<file path="src/hdl/cfa_pkg.sv">
// Shared widths, codes and control types for the clamped force accumulator.
`default_nettype none
package cfa_pkg;

	localparam int FORCE_W  = 16;
	localparam int WEIGHT_W = 12;
	localparam int MAXF_W   = 15;
	localparam logic [MAXF_W-1:0] MAXF_RESET = 15'd32767;

	typedef enum logic [2:0] {
		MUL_FXW,
		MUL_FYW,
		MUL_RX,
		MUL_RY,
		MUL_SX,
		MUL_SY,
		MUL_SXR,
		MUL_SYR
	} cfa_mul_sel_t;

	typedef struct packed {
		logic         load_in;
		logic         mul_en;
		cfa_mul_sel_t mul_sel;
		logic         sx_load;
		logic         sy_load;
		logic         acc_load;
		logic         sqrt_start;
		logic         rem_load;
		logic         madd_load;
		logic         add_whole;
		logic         div_start;
		logic         add_qx;
		logic         add_qy;
		logic         set_stop;
		logic         emit;
	} cfa_cmd_t;

	typedef struct packed {
		logic stopped;
		logic last;
		logic rem_le0;
		logic madd_lt_rem;
		logic sqrt_done;
		logic div_done;
	} cfa_sts_t;

endpackage
`default_nettype wire

</file>
<file path="src/hdl/cfa_ifs.sv">
// Channel interfaces: input items, results and the max_force write port.
`default_nettype none
interface cfa_item_if;
	import cfa_pkg::*;
	logic                       valid;
	logic                       ready;
	logic signed [FORCE_W-1:0]  force_x;
	logic signed [FORCE_W-1:0]  force_y;
	logic        [WEIGHT_W-1:0] weight;
	logic                       last;
	modport source (output valid, force_x, force_y, weight, last, input ready);
	modport sink (input valid, force_x, force_y, weight, last, output ready);
endinterface

interface cfa_result_if;
	import cfa_pkg::*;
	logic                      valid;
	logic                      ready;
	logic signed [FORCE_W-1:0] total_x;
	logic signed [FORCE_W-1:0] total_y;
	logic                      budget_exhausted;
	modport source (output valid, total_x, total_y, budget_exhausted, input ready);
	modport sink (input valid, total_x, total_y, budget_exhausted, output ready);
endinterface

interface cfa_cfg_if;
	import cfa_pkg::*;
	logic              valid;
	logic              ready;
	logic [MAXF_W-1:0] max_force;
	modport source (output valid, max_force, input ready);
	modport sink (input valid, max_force, output ready);
endinterface
`default_nettype wire

</file>
<file path="src/hdl/cfa_isqrt.sv">
// Iterative integer square root, two radicand bits per cycle.
`default_nettype none
module cfa_isqrt (
	input  logic        clk,
	input  logic        arst_n,
	input  logic        start,
	input  logic [31:0] radicand,
	output logic        done,
	output logic [15:0] root
);
	logic [31:0] rad_q;
	logic [17:0] rem_q;
	logic [15:0] root_q;
	logic [3:0]  cnt_q;
	logic        busy_q;
	logic        done_q;

	logic [19:0] rem_sh;
	logic [19:0] trial;
	logic [19:0] rem_d;
	logic [15:0] root_d;

	always_comb begin
		rem_sh = {rem_q, rad_q[31:30]};
		trial  = {2'b00, root_q, 2'b01};
		if (rem_sh >= trial) begin
			rem_d  = rem_sh - trial;
			root_d = {root_q[14:0], 1'b1};
		end else begin
			rem_d  = rem_sh;
			root_d = {root_q[14:0], 1'b0};
		end
	end

	always_ff @(posedge clk or negedge arst_n) begin
		if (!arst_n) begin
			busy_q <= 1'b0;
			done_q <= 1'b0;
			cnt_q  <= '0;
		end else if (start) begin
			busy_q <= 1'b1;
			done_q <= 1'b0;
			cnt_q  <= '0;
		end else if (busy_q) begin
			cnt_q <= cnt_q + 4'd1;
			if (cnt_q == 4'd15) begin
				busy_q <= 1'b0;
				done_q <= 1'b1;
			end
		end else begin
			done_q <= 1'b0;
		end
	end

	always_ff @(posedge clk) begin
		if (start) begin
			rad_q  <= radicand;
			rem_q  <= '0;
			root_q <= '0;
		end else if (busy_q) begin
			rad_q  <= {rad_q[29:0], 2'b00};
			rem_q  <= rem_d[17:0];
			root_q <= root_d;
		end
	end

	assign done = done_q;
	assign root = root_q;
endmodule
`default_nettype wire

</file>
<file path="src/hdl/cfa_div.sv">
// Restoring unsigned divider, one quotient bit per cycle.
`default_nettype none
module cfa_div (
	input  logic        clk,
	input  logic        arst_n,
	input  logic        start,
	input  logic [29:0] dividend,
	input  logic [15:0] divisor,
	output logic        done,
	output logic [15:0] quotient
);
	logic [29:0] dvd_q;
	logic [15:0] dvs_q;
	logic [15:0] r_q;
	logic [4:0]  cnt_q;
	logic        busy_q;
	logic        done_q;

	logic [16:0] r_sh;
	logic [16:0] r_d;
	logic        qbit;

	always_comb begin
		r_sh = {r_q, dvd_q[29]};
		if (r_sh >= {1'b0, dvs_q}) begin
			r_d  = r_sh - {1'b0, dvs_q};
			qbit = 1'b1;
		end else begin
			r_d  = r_sh;
			qbit = 1'b0;
		end
	end

	always_ff @(posedge clk or negedge arst_n) begin
		if (!arst_n) begin
			busy_q <= 1'b0;
			done_q <= 1'b0;
			cnt_q  <= '0;
		end else if (start) begin
			busy_q <= 1'b1;
			done_q <= 1'b0;
			cnt_q  <= '0;
		end else if (busy_q) begin
			cnt_q <= cnt_q + 5'd1;
			if (cnt_q == 5'd29) begin
				busy_q <= 1'b0;
				done_q <= 1'b1;
			end
		end else begin
			done_q <= 1'b0;
		end
	end

	// The quotient bits shift in behind the dividend bits as they are used up.
	always_ff @(posedge clk) begin
		if (start) begin
			dvd_q <= dividend;
			dvs_q <= divisor;
			r_q   <= '0;
		end else if (busy_q) begin
			dvd_q <= {dvd_q[28:0], qbit};
			r_q   <= r_d[15:0];
		end
	end

	assign done     = done_q;
	assign quotient = dvd_q[15:0];
endmodule
`default_nettype wire

</file>
<file path="src/hdl/cfa_dp.sv">
// Datapath: input capture, shared multiplier, running total, root and divide units.
`default_nettype none
module cfa_dp (
	input  logic                               clk,
	input  logic                               arst_n,
	input  logic signed [cfa_pkg::FORCE_W-1:0] force_x,
	input  logic signed [cfa_pkg::FORCE_W-1:0] force_y,
	input  logic        [cfa_pkg::WEIGHT_W-1:0] weight,
	input  logic                               last,
	input  logic                               cfg_we,
	input  logic        [cfa_pkg::MAXF_W-1:0]  cfg_max_force,
	input  cfa_pkg::cfa_cmd_t                  cmd,
	output cfa_pkg::cfa_sts_t                  sts,
	output logic signed [cfa_pkg::FORCE_W-1:0] total_x,
	output logic signed [cfa_pkg::FORCE_W-1:0] total_y,
	output logic                               budget_exhausted
);
	import cfa_pkg::*;

	localparam logic signed [35:0] SAT_HI = 36'sd32767;
	localparam logic signed [35:0] SAT_LO = -36'sd32768;

	function automatic logic signed [15:0] sat16(input logic signed [35:0] v);
		logic signed [15:0] r;
		if (v > SAT_HI) r = 16'sh7FFF;
		else if (v < SAT_LO) r = 16'sh8000;
		else r = v[15:0];
		return r;
	endfunction

	function automatic logic signed [15:0] add_sat(input logic signed [15:0] a,
	                                               input logic signed [16:0] b);
		logic signed [17:0] s;
		s = {{2{a[15]}}, a} + {b[16], b};
		return sat16({{18{s[17]}}, s});
	endfunction

	logic [MAXF_W-1:0]    max_force_q;
	logic signed [15:0]   run_x_q, run_y_q;
	logic                 stopped_q;
	logic signed [15:0]   fx_q, fy_q, sx_q, sy_q;
	logic [WEIGHT_W-1:0]  w_q;
	logic                 last_q;
	logic signed [35:0]   prod_q;
	logic [31:0]          acc_q;
	logic signed [17:0]   rem_q;
	logic [15:0]          madd_q;
	logic signed [15:0]   tot_x_q, tot_y_q;
	logic                 exh_q;

	logic signed [17:0]   mul_a, mul_b;
	logic signed [35:0]   mul_p;
	logic signed [35:0]   prod_abs;
	logic [15:0]          sq_root;
	logic                 sq_done;
	logic [15:0]          quo;
	logic                 dv_done;
	logic signed [16:0]   qx, qy;

	always_comb begin
		case (cmd.mul_sel)
			MUL_FXW: begin
				mul_a = {{2{fx_q[15]}}, fx_q};
				mul_b = {6'b0, w_q};
			end
			MUL_FYW: begin
				mul_a = {{2{fy_q[15]}}, fy_q};
				mul_b = {6'b0, w_q};
			end
			MUL_RX: begin
				mul_a = {{2{run_x_q[15]}}, run_x_q};
				mul_b = mul_a;
			end
			MUL_RY: begin
				mul_a = {{2{run_y_q[15]}}, run_y_q};
				mul_b = mul_a;
			end
			MUL_SX: begin
				mul_a = {{2{sx_q[15]}}, sx_q};
				mul_b = mul_a;
			end
			MUL_SY: begin
				mul_a = {{2{sy_q[15]}}, sy_q};
				mul_b = mul_a;
			end
			MUL_SXR: begin
				mul_a = {{2{sx_q[15]}}, sx_q};
				mul_b = rem_q;
			end
			MUL_SYR: begin
				mul_a = {{2{sy_q[15]}}, sy_q};
				mul_b = rem_q;
			end
			default: begin
				mul_a = '0;
				mul_b = '0;
			end
		endcase
	end

	assign mul_p    = mul_a * mul_b;
	assign prod_abs = prod_q[35] ? -prod_q : prod_q;

	cfa_isqrt u_isqrt (
		.clk      (clk),
		.arst_n   (arst_n),
		.start    (cmd.sqrt_start),
		.radicand (acc_q + prod_q[31:0]),
		.done     (sq_done),
		.root     (sq_root)
	);

	cfa_div u_div (
		.clk      (clk),
		.arst_n   (arst_n),
		.start    (cmd.div_start),
		.dividend (prod_abs[29:0]),
		.divisor  (madd_q),
		.done     (dv_done),
		.quotient (quo)
	);

	// The remaining budget is positive here, so the quotient takes the sign of the force.
	assign qx = sx_q[15] ? -$signed({1'b0, quo}) : $signed({1'b0, quo});
	assign qy = sy_q[15] ? -$signed({1'b0, quo}) : $signed({1'b0, quo});

	always_ff @(posedge clk) begin
		if (cmd.load_in) begin
			fx_q   <= force_x;
			fy_q   <= force_y;
			w_q    <= weight;
			last_q <= last;
		end
		if (cmd.mul_en) prod_q <= mul_p;
		if (cmd.sx_load) sx_q <= sat16(prod_q >>> 8);
		if (cmd.sy_load) sy_q <= sat16(prod_q >>> 8);
		if (cmd.acc_load) acc_q <= prod_q[31:0];
		if (cmd.rem_load) rem_q <= $signed({3'b000, max_force_q}) - $signed({2'b00, sq_root});
		if (cmd.madd_load) madd_q <= sq_root;
		if (cmd.emit) begin
			tot_x_q <= run_x_q;
			tot_y_q <= run_y_q;
			exh_q   <= stopped_q;
		end
	end

	always_ff @(posedge clk or negedge arst_n) begin
		if (!arst_n) begin
			max_force_q <= MAXF_RESET;
			run_x_q     <= '0;
			run_y_q     <= '0;
			stopped_q   <= 1'b0;
		end else begin
			if (cfg_we) max_force_q <= cfg_max_force;
			if (cmd.emit) begin
				run_x_q   <= '0;
				run_y_q   <= '0;
				stopped_q <= 1'b0;
			end else begin
				if (cmd.add_whole) begin
					run_x_q <= add_sat(run_x_q, {sx_q[15], sx_q});
					run_y_q <= add_sat(run_y_q, {sy_q[15], sy_q});
				end
				if (cmd.add_qx) run_x_q <= add_sat(run_x_q, qx);
				if (cmd.add_qy) run_y_q <= add_sat(run_y_q, qy);
				if (cmd.set_stop) stopped_q <= 1'b1;
			end
		end
	end

	always_comb begin
		sts.stopped     = stopped_q;
		sts.last        = last_q;
		sts.rem_le0     = rem_q[17] || (rem_q == '0);
		sts.madd_lt_rem = $signed({2'b00, madd_q}) < rem_q;
		sts.sqrt_done   = sq_done;
		sts.div_done    = dv_done;
	end

	assign total_x          = tot_x_q;
	assign total_y          = tot_y_q;
	assign budget_exhausted = exh_q;
endmodule
`default_nettype wire

</file>
<file path="src/hdl/cfa_ctrl.sv">
// Controller: sequences one item through scaling, both roots and the shortening divides.
`default_nettype none
module cfa_ctrl (
	input  logic              clk,
	input  logic              arst_n,
	input  logic              item_valid,
	output logic              item_ready,
	output logic              result_valid,
	input  logic              result_ready,
	output cfa_pkg::cfa_cmd_t cmd,
	input  cfa_pkg::cfa_sts_t sts
);
	import cfa_pkg::*;

	localparam logic [4:0] ST_IDLE   = 5'd0;
	localparam logic [4:0] ST_SCX    = 5'd1;
	localparam logic [4:0] ST_SCY    = 5'd2;
	localparam logic [4:0] ST_RX     = 5'd3;
	localparam logic [4:0] ST_RY     = 5'd4;
	localparam logic [4:0] ST_RSUM   = 5'd5;
	localparam logic [4:0] ST_RSQRT  = 5'd6;
	localparam logic [4:0] ST_REMCHK = 5'd7;
	localparam logic [4:0] ST_SX     = 5'd8;
	localparam logic [4:0] ST_SY     = 5'd9;
	localparam logic [4:0] ST_SSUM   = 5'd10;
	localparam logic [4:0] ST_SSQRT  = 5'd11;
	localparam logic [4:0] ST_CMP    = 5'd12;
	localparam logic [4:0] ST_MULX   = 5'd13;
	localparam logic [4:0] ST_DVX0   = 5'd14;
	localparam logic [4:0] ST_DVX1   = 5'd15;
	localparam logic [4:0] ST_MULY   = 5'd16;
	localparam logic [4:0] ST_DVY0   = 5'd17;
	localparam logic [4:0] ST_DVY1   = 5'd18;
	localparam logic [4:0] ST_FINISH = 5'd19;

	logic [4:0] state_q, state_d;
	logic       out_valid_q;

	always_comb begin
		cmd         = '0;
		cmd.mul_sel = MUL_FXW;
		state_d     = state_q;
		item_ready  = (state_q == ST_IDLE);
		case (state_q)
			ST_IDLE: begin
				if (item_valid) begin
					cmd.load_in = 1'b1;
					state_d     = sts.stopped ? ST_FINISH : ST_SCX;
				end
			end
			ST_SCX: begin
				cmd.mul_en  = 1'b1;
				cmd.mul_sel = MUL_FXW;
				state_d     = ST_SCY;
			end
			ST_SCY: begin
				cmd.mul_en  = 1'b1;
				cmd.mul_sel = MUL_FYW;
				cmd.sx_load = 1'b1;
				state_d     = ST_RX;
			end
			ST_RX: begin
				cmd.mul_en  = 1'b1;
				cmd.mul_sel = MUL_RX;
				cmd.sy_load = 1'b1;
				state_d     = ST_RY;
			end
			ST_RY: begin
				cmd.mul_en   = 1'b1;
				cmd.mul_sel  = MUL_RY;
				cmd.acc_load = 1'b1;
				state_d      = ST_RSUM;
			end
			ST_RSUM: begin
				cmd.sqrt_start = 1'b1;
				state_d        = ST_RSQRT;
			end
			ST_RSQRT: begin
				if (sts.sqrt_done) begin
					cmd.rem_load = 1'b1;
					state_d      = ST_REMCHK;
				end
			end
			ST_REMCHK: begin
				if (sts.rem_le0) begin
					cmd.set_stop = 1'b1;
					state_d      = ST_FINISH;
				end else begin
					state_d = ST_SX;
				end
			end
			ST_SX: begin
				cmd.mul_en  = 1'b1;
				cmd.mul_sel = MUL_SX;
				state_d     = ST_SY;
			end
			ST_SY: begin
				cmd.mul_en   = 1'b1;
				cmd.mul_sel  = MUL_SY;
				cmd.acc_load = 1'b1;
				state_d      = ST_SSUM;
			end
			ST_SSUM: begin
				cmd.sqrt_start = 1'b1;
				state_d        = ST_SSQRT;
			end
			ST_SSQRT: begin
				if (sts.sqrt_done) begin
					cmd.madd_load = 1'b1;
					state_d       = ST_CMP;
				end
			end
			ST_CMP: begin
				if (sts.madd_lt_rem) begin
					cmd.add_whole = 1'b1;
					state_d       = ST_FINISH;
				end else begin
					state_d = ST_MULX;
				end
			end
			ST_MULX: begin
				cmd.mul_en  = 1'b1;
				cmd.mul_sel = MUL_SXR;
				state_d     = ST_DVX0;
			end
			ST_DVX0: begin
				cmd.div_start = 1'b1;
				state_d       = ST_DVX1;
			end
			ST_DVX1: begin
				if (sts.div_done) begin
					cmd.add_qx = 1'b1;
					state_d    = ST_MULY;
				end
			end
			ST_MULY: begin
				cmd.mul_en  = 1'b1;
				cmd.mul_sel = MUL_SYR;
				state_d     = ST_DVY0;
			end
			ST_DVY0: begin
				cmd.div_start = 1'b1;
				state_d       = ST_DVY1;
			end
			ST_DVY1: begin
				if (sts.div_done) begin
					cmd.add_qy   = 1'b1;
					cmd.set_stop = 1'b1;
					state_d      = ST_FINISH;
				end
			end
			ST_FINISH: begin
				// A frame result waits here only while the previous one is still unread.
				if (!sts.last) begin
					state_d = ST_IDLE;
				end else if (!out_valid_q || result_ready) begin
					cmd.emit = 1'b1;
					state_d  = ST_IDLE;
				end
			end
			default: begin
				state_d = ST_IDLE;
			end
		endcase
	end

	always_ff @(posedge clk or negedge arst_n) begin
		if (!arst_n) begin
			state_q     <= ST_IDLE;
			out_valid_q <= 1'b0;
		end else begin
			state_q <= state_d;
			if (cmd.emit) out_valid_q <= 1'b1;
			else if (result_ready) out_valid_q <= 1'b0;
		end
	end

	assign result_valid = out_valid_q;
endmodule
`default_nettype wire

</file>
<file path="src/hdl/clamped_force_accumulator.sv">
// Top level of the clamped force accumulator.
// One item is taken at a time. The work for an item depends on its path: an item that arrives
// after the budget is spent goes straight to the finish state; an item found over budget stops
// after the first square root; an item added whole takes both square roots; a shortened item
// also takes the two restoring divides. Both square roots run in the shared root unit. The
// frame result is held in an output register, so the next item is accepted while it waits to
// be read; only a second frame result stalls until the first one has been taken.
// Writes to max_force are always accepted and must be made while the block is idle.
`default_nettype none
module clamped_force_accumulator (
	input  logic          clk,
	input  logic          arst_n,
	cfa_item_if.sink      item,
	cfa_result_if.source  result,
	cfa_cfg_if.sink       cfg
);
	import cfa_pkg::*;

	cfa_cmd_t cmd;
	cfa_sts_t sts;

	assign cfg.ready = 1'b1;

	cfa_ctrl u_ctrl (
		.clk          (clk),
		.arst_n       (arst_n),
		.item_valid   (item.valid),
		.item_ready   (item.ready),
		.result_valid (result.valid),
		.result_ready (result.ready),
		.cmd          (cmd),
		.sts          (sts)
	);

	cfa_dp u_dp (
		.clk              (clk),
		.arst_n           (arst_n),
		.force_x          (item.force_x),
		.force_y          (item.force_y),
		.weight           (item.weight),
		.last             (item.last),
		.cfg_we           (cfg.valid),
		.cfg_max_force    (cfg.max_force),
		.cmd              (cmd),
		.sts              (sts),
		.total_x          (result.total_x),
		.total_y          (result.total_y),
		.budget_exhausted (result.budget_exhausted)
	);
endmodule
`default_nettype wire

</file>
<file path="src/flat_wrapper.sv">
// flat-port wrapper written by rule: the top's interface ports become plain ports
module clamped_force_accumulator_flat import cfa_pkg::*;
  (clk, arst_n, item_valid, item_force_x, item_force_y, item_weight, item_last, item_ready, result_valid, result_total_x, result_total_y, result_budget_exhausted, result_ready, cfg_valid, cfg_max_force, cfg_ready);
  cfa_item_if item_i ();
  cfa_result_if result_i ();
  cfa_cfg_if cfg_i ();
  input  logic clk;
  input  logic arst_n;
  input wire logic [$bits(item_i.valid)-1:0] item_valid;
  input wire logic [$bits(item_i.force_x)-1:0] item_force_x;
  input wire logic [$bits(item_i.force_y)-1:0] item_force_y;
  input wire logic [$bits(item_i.weight)-1:0] item_weight;
  input wire logic [$bits(item_i.last)-1:0] item_last;
  output wire logic [$bits(item_i.ready)-1:0] item_ready;
  output wire logic [$bits(result_i.valid)-1:0] result_valid;
  output wire logic [$bits(result_i.total_x)-1:0] result_total_x;
  output wire logic [$bits(result_i.total_y)-1:0] result_total_y;
  output wire logic [$bits(result_i.budget_exhausted)-1:0] result_budget_exhausted;
  input wire logic [$bits(result_i.ready)-1:0] result_ready;
  input wire logic [$bits(cfg_i.valid)-1:0] cfg_valid;
  input wire logic [$bits(cfg_i.max_force)-1:0] cfg_max_force;
  output wire logic [$bits(cfg_i.ready)-1:0] cfg_ready;
  assign item_i.valid = item_valid;
  assign item_i.force_x = item_force_x;
  assign item_i.force_y = item_force_y;
  assign item_i.weight = item_weight;
  assign item_i.last = item_last;
  assign item_ready = item_i.ready;
  assign result_valid = result_i.valid;
  assign result_total_x = result_i.total_x;
  assign result_total_y = result_i.total_y;
  assign result_budget_exhausted = result_i.budget_exhausted;
  assign result_i.ready = result_ready;
  assign cfg_i.valid = cfg_valid;
  assign cfg_i.max_force = cfg_max_force;
  assign cfg_ready = cfg_i.ready;
  clamped_force_accumulator u_core (.clk(clk), .arst_n(arst_n), .item(item_i), .result(result_i), .cfg(cfg_i));
endmodule
</file>
<file path="config.mk">
export PLATFORM = sky130hd
export DESIGN_NAME = clamped_force_accumulator_flat
export DESIGN_NICKNAME = d
export VERILOG_FILES = /design/src/hdl/cfa_pkg.sv /design/src/hdl/cfa_ifs.sv /design/src/hdl/cfa_isqrt.sv /design/src/hdl/cfa_div.sv /design/src/hdl/cfa_dp.sv /design/src/hdl/cfa_ctrl.sv /design/src/hdl/clamped_force_accumulator.sv /design/src/flat_wrapper.sv
export SDC_FILE = /design/constraint.sdc
export NUM_CORES = 2
export LEC_CHECK = 0
export ABC_AREA = 1
export BUFFER_PORTS_ARGS = -buffer_cell sky130_fd_sc_hd__buf_2
export CORE_MARGIN = 2
export CORE_UTILIZATION = 35
export CTS_CLUSTER_DIAMETER = 150
export CTS_CLUSTER_SIZE = 14
export DETAILED_ROUTE_END_ITERATION = 6
export PLACE_DENSITY = 0.61
export RECOVER_POWER = 25
export REMOVE_ABC_BUFFERS = 1
export SYNTH_ARGS = -nofsm -noshare
export SYNTH_HDL_FRONTEND = slang
export SYNTH_SLANG_ARGS = --single-unit
</file>
<file path="constraint.sdc">
create_clock -name clk -period 10.5 [get_ports clk]
set_clock_uncertainty 0.2 [all_clocks]
set_input_delay 1.05 -clock clk [delete_from_list [all_inputs] [get_ports clk]]
set_output_delay 1.05 -clock clk [all_outputs]
set_load 0.02 [all_outputs]
</file>
# Word level (Yosys, flattened, before mapping)
# Cells that the tools add are included.
[op_classes]
mux = 82
n_mul = 1
div = 0
n_eq_ne = 36
n_shift = 0
n_lt_le_gt_ge = 13
reduce_logical = 20
add_sub_neg = 12
n_bitwise = 0
[ops]
columns = ["cell", "count"]
rows = [
  ["$mux W16", 17],
  ["$pmux W18 S6", 2],
  ["$pmux W5 S20", 1],
  ["$mux W30", 3],
  ["$mux W32", 2],
  ["$mux W5", 12],
  ["$eq A5 B4 Y1 const B", 8],
  ["$mux W1", 37],
  ["$add A16 B17 Y18", 2],
  ["$gt A18 B16 Y1 const B", 2],
  ["$lt A18 B16 Y1 const B", 2],
  ["$mul A18 B18 Y36", 1],
  ["$add A16 B16 Y17", 2],
  ["$gt A17 B16 Y1 const B", 2],
  ["$lt A17 B16 Y1 const B", 2],
  ["$mux W17", 2],
  ["$add A32 B32 Y32", 1],
  ["$pmux W4 S8", 1],
  ["$neg A30 Y30", 1],
  ["$gt A28 B16 Y1 const B", 1],
  ["$lt A28 B16 Y1 const B", 1],
  ["$eq A5 B5 Y1 const B", 5],
  ["$eq A5 B3 Y1 const B", 4],
  ["$ge A20 B18 Y1", 1],
  ["30 further kinds", 52],
]
[word_totals]
wordCells = 195
latch_bits = 0
memories = 0
output_inout_bits = 36
mem_bits_ro = 0
ff_bits = 407
ram_bits = 0

# Logic depth before layout (Yosys ltp)
[depth]
depth_word = 8
ltp_mapped = 37
ltp_nobuf = 37

# Hierarchy
# A second synthesis with hierarchy kept.
[unflattened]
cells_unflattened = 4909
hier_area_um2 = 38737.2
[modules_own_cells]
columns = ["mod", "cells_each", "instances", "area_each_um2"]
rows = [
  ["cfa_dp", 3660, 1, 29584.6],
  ["cfa_isqrt", 578, 1, 4262.8],
  ["cfa_div", 534, 1, 4108.9],
  ["cfa_ctrl", 135, 1, 769.5],
  ["clamped_force_accumulator", 2, 1, 11.3],
]

# Worst setup path before layout
# No wires, ideal clock.
[synth_timing]
path_kind = "register to register"
startpoint = "reg u_core.u_ctrl.state_q[1]"
endpoint = "reg u_core.u_dp.prod_q[34] (data pin)"
slack_ps = 3029
required_time_ps = 10048
path_stages_with_launch = 30
t_arrival_ps = 7019
n_path_buf = 2
synth_period_minus_slack_ps = 7471
setup_ps = 252
path_cell_list = "dfrtp_1 > nand2_1 > nor2_1 > nand2_2 > inv_1 > buf_2 > a22o_1 > inv_1 > o211ai_1 > o21ai_1 > buf_2 > nor2_1 > fa_1 > inv_1 > fa_1 > inv_1 > fa_1 > fa_1 > fa_1 > inv_1 > fa_1 > inv_1 > ha_1 > nand2_1 > nor3_1 > nand4_1 > nor4_1 > nand2_1 > nand3_1 > nand2_1"
[synth_via]
elab_chain_cells = 6
word_cells_on_any_way = 24
[synth_rtl]
columns = ["item", "line_no", "text"]
rows = [
  ["from (decl)", "cfa_ctrl.sv:36", "logic [4:0] state_q, state_d;"],
  ["from (signal assigned)", "cfa_ctrl.sv:172", "state_q <= state_d;"],
  ["$eq A5 B5 Y1 (tied with other cells)", "cfa_ctrl.sv:44", "case (state_q)"],
  ["$pmux W4 S8 (*)", "cfa_ctrl.sv:44", ""],
  ["$eq A3 B3 Y1 (tied with other cells)", "cfa_dp.sv:61", "case (cmd.mul_sel)"],
  ["$reduce_or A2 Y1 (no source line)", "--", ""],
  ["$pmux W18 S6", "cfa_dp.sv:61", ""],
  ["$mul A18 B18 Y36 (*)", "cfa_dp.sv:101", "assign mul_p = mul_a * mul_b;"],
  ["named net u_core.u_dp.mul_p[34]", "cfa_dp.sv:52", "logic signed [35:0] mul_p;"],
  ["to (signal assigned)", "cfa_dp.sv:134", "if (cmd.mul_en) prod_q <= mul_p;"],
  ["to (decl)", "cfa_dp.sv:44", "logic signed [35:0] prod_q;"],
]
# Mark *: on every way through the listed nets, which the timed path passes. The rest lies on a longest branch.
# A chain may end at the register's enable or synchronous reset.

# Worst setup path after layout
[layout_timing]
startpoint = "reg u_core.u_ctrl.state_q[1]"
endpoint = "reg u_core.u_dp.prod_q[30] (data pin)"
# Same word-level chain as after synthesis.

==> impl_results.md <==
* Starting Density at 35.4%
* Asr flop ratio synth at about 17%
* Core Region at between 100,000 and 150,000 µm²
* GP Congestion at between 0.9 and 1
* Final ANT Viol Nets at 0
* Area Growth Syn to Fin at 8.08%
* Synth Cell Area at between 30,000 and 40,000 µm²
* Most common cell after layout, fill and taps aside: nand2_1
* Mapped Cells at roughly 4.8k
* Final Max Slew Viols at 58
* Largest cells by area after synthesis: edfxtp_1 (23%), fa_1 (17%), nand2_1 (12%), ha_1 (8.4%), inv_1 (8.3%)
* Minimum clock period at a little over 9 ns
* Status: finished, violations left
* Initial antenna violation count at 0
* HPWL after detailed placement at approximately 94,000 µm
* Root Buffer: clkbuf_16
* Number of setup buffers added after CTS at 0
* Synth warn at 0
* Via density at ~5.1
* Simple-Gate Fraction of Synth Area at a little under a quarter
* Critical Path Sink Type: flop
* XOR/XNOR share of the synthesized area at around 3.6%
* Vias in the first global route at approximately 32k
* Largest net degree at the start of global routing at a little under 60
* Top FF cell, synth: edfxtp_1
* Buf/Inv on CP at 6
* Sequential element share of the synthesized area at between 20% and 30%
* RSZ-0062 raised after global routing: no
* Worst-path fanout max at 26
* Worst reg2reg setup slack at 1.19 ns
* Die area at around 110,000 µm²
* # rows at 120
* Gr ovfl total at 0
* Maxcap violations at 1
* Detailed-route via count at around 32k
* Final WL at approximately 120,000 µm
* DR WL/cell at 18.6 µm
* Fin crit share at approximately 89%
* Most frequent cells in the layout: nand2_1 (1,196), inv_1 (842), nor2_1 (489)
* Synth Area in Adders at 24.9%
* Post-synthesis compound-gate area fraction at just over 8%
* Final Hold Viols at 0
* CTS buffer count at 35
* Yosys top cell by area: edfxtp_1
* Max_slew headroom at -145%
* Max stage delay cell, worst path: o21ai_2
* Hold WC Path Type: input pin to asynchronous set/reset pin
* Clk_lat worst skew at roughly 0.60 ns
* # resized after CTS at 0
* Fill count at 11.2k
* Layout cells sized above 1 at about 5.8%
* Tot GR Track Use at between 20% and 30%
* Clock tree buffer depth at 3
* # hold bufs at CTS at 0
* Fin Setup TNS at 0 ns
* Failing checks: capacitance limit, slew limit
* Average cell area after synthesis at ~8 µm²
* Global-route wire length before repair at about 180,000 µm
* CTS H-tree depth at 2
* CP startpoint kind: flop
* Final #Nets at 5,492
* CP peak stage delay at between 0.7 and 0.8 ns
* Mux contribution to synthesized area at less than 1%
* CTS tree: done
* Detailed Routing Iterations Pass 1 at 6
* WP data arrival at 9.43 ns
* CTS Sinks at approximately 400
* Buffers on Ports at 99
* Top cell type's share of synthesized area at between 20% and 30%
* Starting DRT DRC Count at ~2.4k
* Critical path class: flop to flop
* Die H at 334 µm
* Setup Viol. Count Final at 0
* # DRC at 0
* #FFs+latches synth at 406
* Synth cell types at between 60 and 70
* Post-synth EDFFs at 289
* I/O pin cnt at 101
* Critical Path RT at roughly 11 ns
* Max Freq at 107 MHz
* Die width at 334 µm
* Worst-margin pin slew at between 3 and 4 ns
* Clock Pin Slew Worst Setup and Hold Paths at 0.08 ns
* Critical path's top delay family: adder cells
* Largest family of logic cells by synthesized area: adder cells
## logic make-up after synthesis
kind of cell	Yosys count
buffers and inverters	964
xor gates and xnor gates	155
DFF	406
adders and majority gates	570
other	1
AOI/OAI and AO/OA	555
muxes	13
and+or+nand+nor	2118
## path summary, 6_finish.rpt
kind	from	endpoint	depth (start not counted)
setup reg to reg	u_core.u_ctrl.state_q[1]	u_core.u_dp.prod_q[30]	31
max in group asynchronous	arst_n	u_core.u_dp.u_isqrt.busy_q	2
setup / recovery	u_core.u_ctrl.state_q[1]	u_core.u_dp.prod_q[30]	31
hold reg to reg	u_core.u_dp.u_isqrt.root[7]	u_core.u_dp.madd_q[7]	0
min in group clk	u_core.u_dp.u_isqrt.root[7]	u_core.u_dp.madd_q[7]	0
hold / removal	arst_n	u_core.u_dp.run_y_q[8]	1
## routing by layer
| metal | global-route usage, % | part of all wire, % | vias up |
|---|---|---|---|
| li1 | - | - | 15400 |
| met2 | 36.1 | 48 | 929 |
| met3 | 2.50 | 5.9 | 166 |
| met1 | 27.6 | 43 | 15400 |
| met4 | 7.29 | 3.6 | 0 |
| met5 | 0 | 0 | - |
## synthesized netlist by cell type, types with 34 or more instances
cell type / number
nand2_1: 1196
inv_1: 843
nor2_1: 490
fa_1: 314
edfxtp_1: 289
ha_1: 256
nand3_1: 241
a21oi_1: 231
o21ai_0: 166
xor2_1: 88
xnor2_1: 67
nand4_1: 55
dfrtp_1: 52
dfxtp_1: 50
clkbuf_1: 49
nor3_1: 39
o22ai_1: 34
## sequential cells by signal, summed over array words and instances, names as in the netlist, 4 cells and up
signal                     flops
u_core.u_ctrl.state_q          5
u_core.u_dp.acc_q             32
u_core.u_dp.fx_q              16
u_core.u_dp.fy_q              16
u_core.u_dp.madd_q            16
u_core.u_dp.max_force_q       15
u_core.u_dp.prod_q            36
u_core.u_dp.rem_q             17
u_core.u_dp.run_x_q           16
u_core.u_dp.run_y_q           16
u_core.u_dp.sx_q              16
u_core.u_dp.sy_q              16
u_core.u_dp.total_x           16
u_core.u_dp.total_y           16
u_core.u_dp.u_div.cnt_q        5
u_core.u_dp.u_div.dvd_q       30
u_core.u_dp.u_div.dvs_q       16
u_core.u_dp.u_div.r_q         16
u_core.u_dp.u_isqrt.cnt_q      4
u_core.u_dp.u_isqrt.rad_q     32
u_core.u_dp.u_isqrt.rem_q     18
u_core.u_dp.u_isqrt.root      16
u_core.u_dp.w_q               12
## cell type report
| type | count | area, µm² | area share (%) |
|---|---|---|---|
| Antenna cell | 3 | 7.51 | 0.0182 |
| Clock buffer | 55 | 972 | 2.36 |
| Clock inverter | 4 | 42.5 | 0.103 |
| Inverter | 865 | 3250 | 7.90 |
| Multi-Input combinational cell | 3412 | 23000 | 55.8 |
| Sequential cell | 406 | 11400 | 27.6 |
| Tap cell | 1403 | 1760 | 4.27 |
| Timing Repair Buffer | 137 | 768 | 1.87 |
## through the flow
stage	util, %	worst slack, ns	hold WS, ns	cell area (µm²)	instances
2_1_floorplan	-	2.77	0.208	37600	4683
3_3_place_gp	37.3	1.56	0.213	40100	6223
3_5_place_dp	37.3	1.29	0.213	40100	6223
4_1_cts	38.3	1.22	0.0549	41200	6282
5_1_grt	38.3	0.608	0.244	41100	6282
6_report	38.3	1.19	0.226	41100	6285
Power is left out: the tool's default activity adds up to more than one toggle a clock period on the data nets, which glitch-free logic cannot reach.
